<file path="src/rtl/core/sorted_list_insert_remove_assert.svh">
// ----------------------------------------------------------------------------
// sorted list assertion macros
// concurrent assertion shorthands clocked by clk and gated by rst
// ----------------------------------------------------------------------------
`ifndef SORTED_LIST_INSERT_REMOVE_ASSERT_SVH
`define SORTED_LIST_INSERT_REMOVE_ASSERT_SVH

// same-cycle implication
`define SLI_ASSERT_NOW(label, ante, cons, msg) \
  label: assert property (@(posedge clk) disable iff (rst) (ante) |-> (cons)) \
    else $error(msg);

// next-cycle implication
`define SLI_ASSERT_NEXT(label, ante, cons, msg) \
  label: assert property (@(posedge clk) disable iff (rst) (ante) |=> (cons)) \
    else $error(msg);

`endif

</file>
<file path="src/rtl/core/sli_pkg.sv">
// ----------------------------------------------------------------------------
// sli_pkg
// shared types, codes and sizes of the sorted key table
// ----------------------------------------------------------------------------
`default_nettype none

package sli_pkg;

  localparam int CAPACITY = 16;
  localparam int KEY_W    = 32;
  localparam int COUNT_W  = 5;
  localparam int CNT_W    = $clog2(CAPACITY + 1);
  localparam int IDX_W    = $clog2(CAPACITY);

  localparam logic [1:0] OP_INSERT = 2'd0;
  localparam logic [1:0] OP_REMOVE = 2'd1;
  localparam logic [1:0] OP_DUMP   = 2'd2;
  localparam logic [1:0] OP_NONE   = 2'd3;

  localparam logic [2:0] STAT_DONE      = 3'd0;
  localparam logic [2:0] STAT_FULL      = 3'd1;
  localparam logic [2:0] STAT_NOT_FOUND = 3'd2;
  localparam logic [2:0] STAT_ENTRY     = 3'd3;
  localparam logic [2:0] STAT_EMPTY     = 3'd4;

  typedef logic signed [KEY_W-1:0] key_t;

  typedef struct packed {
    logic [1:0]         op;
    logic signed [31:0] key;
  } req_t;

  typedef struct packed {
    logic [2:0]         status;
    logic signed [31:0] entry_value;
    logic [4:0]         stored_count;
    logic               last;
  } rsp_t;

  typedef enum logic [1:0] {
    S_IDLE,
    S_EXEC,
    S_OUT
  } state_t;

  typedef struct packed {
    logic load;
    logic exec;
    logic step;
  } cmd_t;

  typedef struct packed {
    logic noop;
    logic last;
  } sts_t;

endpackage

`default_nettype wire

</file>
<file path="src/rtl/core/sorted_list_insert_remove.sv">
// insert and remove: the request is registered on take, the result on execute,
//   and it is shown in the deliver state; a new request is taken only once the
//   result is accepted; all cells compare and shift in the execute cycle
// dump: first key on deliver, then one key per unstalled cycle, largest first
// reset: synchronous, empties the table; key cells hold no reset value
// ----------------------------------------------------------------------------
// sorted_list_insert_remove
// sorted signed key table with insert, remove and descending dump
// ----------------------------------------------------------------------------
`default_nettype none

module sorted_list_insert_remove import sli_pkg::*; (
  input  wire logic clk,
  input  wire logic rst,
  input  wire logic req_valid,
  output logic      req_stall,
  input  wire req_t req,
  output logic      rsp_valid,
  input  wire logic rsp_stall,
  output rsp_t      rsp
);

  cmd_t cmd;
  sts_t sts;

  sli_ctrl u_ctrl (
    .clk       (clk),
    .rst       (rst),
    .req_valid (req_valid),
    .req_stall (req_stall),
    .rsp_valid (rsp_valid),
    .rsp_stall (rsp_stall),
    .sts       (sts),
    .cmd       (cmd)
  );

  sli_datapath u_datapath (
    .clk (clk),
    .rst (rst),
    .req (req),
    .cmd (cmd),
    .sts (sts),
    .rsp (rsp)
  );

`include "sorted_list_insert_remove_assert.svh"

  `SLI_ASSERT_NOW(a_count_range, rsp_valid, rsp.stored_count <= COUNT_W'(CAPACITY), "count above capacity")
  `SLI_ASSERT_NOW(a_one_at_a_time, rsp_valid, req_stall, "request taken while results pending")
  `SLI_ASSERT_NEXT(a_exec_gap, req_valid && !req_stall, !rsp_valid, "result before execute")
  `SLI_ASSERT_NOW(a_not_last_is_entry, rsp_valid && !rsp.last, rsp.status == STAT_ENTRY, "bad status")

endmodule

`default_nettype wire

</file>
<file path="src/rtl/core/sli_datapath.sv">
// ----------------------------------------------------------------------------
// sli_datapath
// key cell chain with per-cell compare, key count, dump index and result
// register
// ----------------------------------------------------------------------------
`default_nettype none

module sli_datapath import sli_pkg::*; (
  input  wire logic clk,
  input  wire logic rst,
  input  wire req_t req,
  input  wire cmd_t cmd,
  output sts_t      sts,
  output rsp_t      rsp
);

  logic [1:0]           req_op;
  key_t                 req_key;
  key_t                 cells [CAPACITY];
  key_t                 ins [CAPACITY];
  key_t                 rem [CAPACITY];
  logic [CNT_W-1:0]     count;
  logic [IDX_W-1:0]     idx;
  logic [IDX_W-1:0]     rd_idx;
  logic [IDX_W-1:0]     top_idx;
  logic [CNT_W-1:0]     count_m1;
  logic [CAPACITY-1:0]  live;
  logic [CAPACITY-1:0]  le;
  logic [CAPACITY-1:0]  eq;
  logic [CAPACITY-1:0]  seen;
  logic                 full;
  key_t                 rd_key;
  rsp_t                 rsp_r;

  // per-cell compares and shift sources
  always_comb begin
    for (int i = 0; i < CAPACITY; i++) begin
      live[i] = CNT_W'(i) < count;
      le[i]   = live[i] && (cells[i] <= req_key);
      eq[i]   = live[i] && (cells[i] == req_key);
    end
    seen[0] = eq[0];
    for (int i = 1; i < CAPACITY; i++) begin
      seen[i] = seen[i-1] | eq[i];
    end
    ins[0] = le[0] ? cells[0] : req_key;
    for (int i = 1; i < CAPACITY; i++) begin
      if (le[i]) begin
        ins[i] = cells[i];
      end else if (le[i-1]) begin
        ins[i] = req_key;
      end else begin
        ins[i] = cells[i-1];
      end
    end
    for (int i = 0; i < CAPACITY - 1; i++) begin
      rem[i] = seen[i] ? cells[i+1] : cells[i];
    end
    rem[CAPACITY-1] = cells[CAPACITY-1];
  end

  assign full     = (count == CNT_W'(CAPACITY));
  assign count_m1 = CNT_W'(count - CNT_W'(1));
  assign top_idx  = count_m1[IDX_W-1:0];
  assign rd_idx   = cmd.exec ? top_idx : IDX_W'(idx - IDX_W'(1));
  assign rd_key   = cells[rd_idx];

  // control registers
  always_ff @(posedge clk) begin
    if (rst) begin
      count <= '0;
      idx   <= '0;
    end else if (cmd.exec) begin
      case (req_op)
        OP_INSERT: begin
          if (!full) begin
            count <= CNT_W'(count + CNT_W'(1));
          end
        end
        OP_REMOVE: begin
          if (seen[CAPACITY-1]) begin
            count <= count_m1;
          end
        end
        OP_DUMP: begin
          idx <= top_idx;
        end
        default: begin
        end
      endcase
    end else if (cmd.step) begin
      idx <= rd_idx;
    end
  end

  // request, cells and result register
  always_ff @(posedge clk) begin
    if (cmd.load) begin
      req_op  <= req.op;
      req_key <= req.key;
    end
    if (cmd.exec) begin
      case (req_op)
        OP_INSERT: begin
          if (full) begin
            rsp_r <= '{STAT_FULL, req_key, COUNT_W'(count), 1'b1};
          end else begin
            cells <= ins;
            rsp_r <= '{STAT_DONE, req_key, COUNT_W'(count + CNT_W'(1)), 1'b1};
          end
        end
        OP_REMOVE: begin
          if (seen[CAPACITY-1]) begin
            cells <= rem;
            rsp_r <= '{STAT_DONE, req_key, COUNT_W'(count_m1), 1'b1};
          end else begin
            rsp_r <= '{STAT_NOT_FOUND, req_key, COUNT_W'(count), 1'b1};
          end
        end
        OP_DUMP: begin
          if (count == '0) begin
            rsp_r <= '{STAT_EMPTY, '0, '0, 1'b1};
          end else begin
            rsp_r <= '{STAT_ENTRY, rd_key, COUNT_W'(count), count == CNT_W'(1)};
          end
        end
        default: begin
        end
      endcase
    end else if (cmd.step) begin
      rsp_r <= '{STAT_ENTRY, rd_key, COUNT_W'(count), idx == IDX_W'(1)};
    end
  end

  assign sts.noop = (req_op == OP_NONE);
  assign sts.last = rsp_r.last;
  assign rsp      = rsp_r;

endmodule

`default_nettype wire

</file>
<file path="src/rtl/core/sli_ctrl.sv">
// ----------------------------------------------------------------------------
// sli_ctrl
// request sequencer: take, execute, deliver results
// ----------------------------------------------------------------------------
`default_nettype none

module sli_ctrl import sli_pkg::*; (
  input  wire logic clk,
  input  wire logic rst,
  input  wire logic req_valid,
  output logic      req_stall,
  output logic      rsp_valid,
  input  wire logic rsp_stall,
  input  wire sts_t sts,
  output cmd_t      cmd
);

  state_t state;
  state_t state_next;

  always_ff @(posedge clk) begin
    if (rst) begin
      state <= S_IDLE;
    end else begin
      state <= state_next;
    end
  end

  always_comb begin
    state_next = state;
    cmd        = '0;
    req_stall  = 1'b1;
    rsp_valid  = 1'b0;
    case (state)
      S_IDLE: begin
        req_stall = 1'b0;
        if (req_valid) begin
          cmd.load   = 1'b1;
          state_next = S_EXEC;
        end
      end
      S_EXEC: begin
        cmd.exec   = 1'b1;
        state_next = sts.noop ? S_IDLE : S_OUT;
      end
      S_OUT: begin
        rsp_valid = 1'b1;
        if (!rsp_stall) begin
          if (sts.last) begin
            state_next = S_IDLE;
          end else begin
            cmd.step = 1'b1;
          end
        end
      end
      default: begin
        state_next = S_IDLE;
      end
    endcase
  end

endmodule

`default_nettype wire
</file>
<file path="config.mk">
export PLATFORM = sky130hd
export DESIGN_NAME = sorted_list_insert_remove
export DESIGN_NICKNAME = d
export VERILOG_FILES = /design/src/rtl/core/sli_pkg.sv /design/src/rtl/core/sorted_list_insert_remove.sv /design/src/rtl/core/sli_datapath.sv /design/src/rtl/core/sli_ctrl.sv
export VERILOG_INCLUDE_DIRS = /design/src /design/src/rtl/core
export SDC_FILE = /design/constraint.sdc
export NUM_CORES = 2
export LEC_CHECK = 0
export ABC_AREA = 0
export BUFFER_PORTS_ARGS = -buffer_cell sky130_fd_sc_hd__buf_2
export CAP_MARGIN = 20
export CORE_MARGIN = 5
export CORE_UTILIZATION = 40
export CTS_BUF_LIST = sky130_fd_sc_hd__clkbuf_4 sky130_fd_sc_hd__clkbuf_8 sky130_fd_sc_hd__clkbuf_16
export DETAILED_ROUTE_END_ITERATION = 7
export PLACE_DENSITY = 0.55
export SLEW_MARGIN = 20
export SYNTH_ARGS = -nofsm -noshare
export SYNTH_HDL_FRONTEND = slang
export SYNTH_SLANG_ARGS = --single-unit
</file>
<file path="constraint.sdc">
create_clock -name clk -period 6.9 [get_ports clk]
set_clock_uncertainty 0.05 [all_clocks]
set_input_delay 0.345 -clock clk [delete_from_list [all_inputs] [get_ports clk]]
set_output_delay 0.345 -clock clk [all_outputs]
set_load 0.005 [all_outputs]
</file>
==> run_results.csv <==
group,metric,value,unit
run_status,status,"finished, final reports clean",
timing,hold_viol_final,0,
worst_setup_path,cp.arrival,5.99,ns
worst_setup_path,critPathKind,"register to register",
grt,overflow,0,
yosys,async_flop_share,0,
detailed_routing,vias,44030,
timing,drv_slew,0,
finish,register_area,17850,um^2
yosys,synth_nets,5769,
cts,htree_levels,3,
place,portBuffers,80,
grt,grtUsageTotal,0.3089,
yosys,synth_cells,5209,
timing,hold_slack,0.3280,ns
worst_setup_path,start_kind,"register",
power,cellPowerDensity,207.7,nW/um^2
place,hpwlAfterDp,141000,um
grt,grt_pass1_wl,289000,um
die,die_h,352.7,um
worst_setup_path,critPathMaxStageDelay,1.05,ns
yosys,synth_seq_cells,598,
cts,clkTransAtPathRegs,0.06,ns
yosys,synth_ff_type,"edfxtp_1",
cts,clock_latency,0.67,ns
detailed_routing,ant_nets,0,
yosys,syn_avg_cell_area,9.020,um^2
die,pin_count,81,
finish,drive_above_1_share,0.08717,
finish,finalNetCount,5729,
worst_setup_path,required,7.13,ns
die,die_x,352.7,um
cts,cts_buffer_depth,3,
detailed_routing,drt_iter0_drc,5435,
detailed_routing,drt_wl_total,200600,um
cts,numCtsBuffers,78,
timing,tightest_slew,1.371,ns
worst_setup_path,path_cells,"inv_1, buf_4, ha_1, nand4_1, nor4_1, nand4b_1, o2111a_1, and4_4, a21o_1, a31oi_1, o21a_2",
yosys,synth_area_leader_cell,"edfxtp_1",
timing,setup_viol,0,
finish,area_delta_synth_final,11.33,%
finish,nFillCells,11390,
worst_setup_path,worstRegToRegCells,11,
worst_setup_path,cp-endpoint,"u_datapath.cells[362]",
yosys,yosysUniqueCellTypes,74,
min_path,hp-class,"primary input to register",
detailed_routing,wl_per_cell,29.69,um
yosys,synth_commonest_cells,"nand2_1, edfxtp_1, ha_1",
flow_run,drv_cap,0,
finish,multi_input_area,27610,um^2
worst_setup_path,rr_endpoint,"u_datapath.cells[362]",
yosys,synth-seq-area-share,0.3798,
worst_setup_path,critPathLaunch,"u_datapath.req_key[30]",
cts,cts_tree,"built",
yosys,netlist.area_leader.share,0.3752,
die,core,116400,um^2
timing,fmax,0.1737,GHz
timing,final.min_clock_period,5.757,ns
die,fp-row-count,125,
yosys,syn_area,46990,um^2
detailed_routing,via_per_inst,6.518,
cts,clock-sinks,598,
detailed_routing,drc,0,
grt,grt_max_degree,201,
worst_setup_path,end_kind,"register",
grt,grt_pass1_vias,40590,
yosys,ys_warn_count,0,
yosys,synthTopCellsByArea,"edfxtp_1, ha_1, nand2_1",
place,place.gp.congestion,0.9825,
grt,antenna_found_initial,2,
timing,tns,0,ns
timing,rsz0062_at_grt,"no",
worst_setup_path,reg2reg_slack,1.14,ns
die,start_util,0.4038,
timing,slew_headroom,0.07961,
cts,cts_resized,0,
power,leakage,21.44,nW
yosys,synth.most_common_cell,"nand2_1",
worst_setup_path,worstPathMaxFanout,32,
worst_setup_path,r2r_start,"u_datapath.req_key[30]",
timing,fin_crit_sh,0.8344,
yosys,synth_edf_count,587,
cts,clockRootBuffer,"clkbuf_16",
detailed_routing,first_pass_iters,6,
die,die_area,124400,um^2
worst_setup_path,cpMaxStageDelayCell,"nor4_1",
power,peakVddDrop,0.1603,mV
sequential cells by signal, summed over array words and instances, names as in the netlist:
register,cells
u_datapath.cells,512
u_datapath.rsp,41
u_datapath.req_key,32
u_datapath.count,5
u_datapath.idx,4
u_ctrl.state,2
u_datapath.req_op,2
report_power, final:
group | switching, mW | internal, mW
registers | 0.129 | 4.17
clock network | 1.77 | 2.35
logic | 1.66 | 0.779
worst max-delay path, delay by kind of cell, from the launching register on:
kind                       cells  cell delay, ns
AOI/OAI and AO/OA              4            1.92
and+or+nand+nor                4            1.89
buffers and inverters          2            0.89
DFF                            1            0.38
adders and majority gates      1            0.18
routing by layer:
layer  global-route usage  wire length, um  part of all wire  vias up
met5                    0               12          0.000060        -
met4               0.1415            10680             0.053        2
met3              0.05734            19370             0.097      398
met2               0.4684            86540              0.43     2495
met1               0.4287            83970              0.42    21610
li1                     -                -                 -    19530
cell usage in the layout (no fill, tap or decap), types with 72 or more instances in the layout:
cell / count
nand2_1: 974
edfxtp_1: 587
ha_1: 521
o21ai_0: 406
mux2i_1: 363
nor2_1: 268
a21oi_1: 207
nand3_1: 171
nor3_1: 152
buf_4: 144
inv_1: 123
nand4_1: 120
a311oi_1: 95
o211ai_1: 91
clkbuf_16: 81
buf_2: 80
a31oi_1: 72
a21o_1: 72
per-stage QoR:
stage	util	instances	total power [mW]	worst slack (ns)	area, um^2
6_report	0.4495	6756	10.87	1.143	52310
5_1_grt	0.4495	6755	11.22	1.084	52300
4_1_cts	0.4492	6755	10.85	1.313	52270
3_5_place_dp	0.4248	6576	6.728	1.329	49430
3_3_place_gp	0.4248	6576	6.700	1.402	49430
2_1_floorplan	-	5209	5.777	0.2745	46990
cells by family after synthesis:
logic type	synth area share
AO/OA/AOI/OAI	0.1753
AND/OR/NAND/NOR	0.1768
adder cells (fa/ha/maj)	0.1390
XOR/XNOR	0.001305
multiplexers	0.08545
buffers and inverters	0.04226
flip-flops	0.3798
worst min path at each step:
stage | start | cells after the start | end
floorplan | rst | 1 | u_ctrl.state[1]
global placement | u_datapath.idx[1] | 2 | u_datapath.idx[1]
detailed placement | u_datapath.idx[1] | 2 | u_datapath.idx[1]
CTS | req[16] | 2 | u_datapath.req_key[16]
global route | req[16] | 2 | u_datapath.req_key[16]
finish | req[16] | 2 | u_datapath.req_key[16]
repair_timing:
action	4_1_cts	5_1_grt
setup buffers	0	0
hold endpoints to repair	42	0
hold buffers	37	0
endpoints found under the setup margin	0	0
layout make-up:
| cell class | count | area share |
|---|---|---|
| clock inverter | 40 | 0.005191 |
| antenna | 1 | 0.00004784 |
| tap | 1524 | 0.03646 |
| multi-input combinational | 4097 | 0.5278 |
| timing repair buffer | 268 | 0.03808 |
| clock buffer | 102 | 0.04200 |
| inverter | 126 | 0.009186 |
| sequential | 598 | 0.3412 |
No activity file was read; power rests on OpenSTA's default activity.
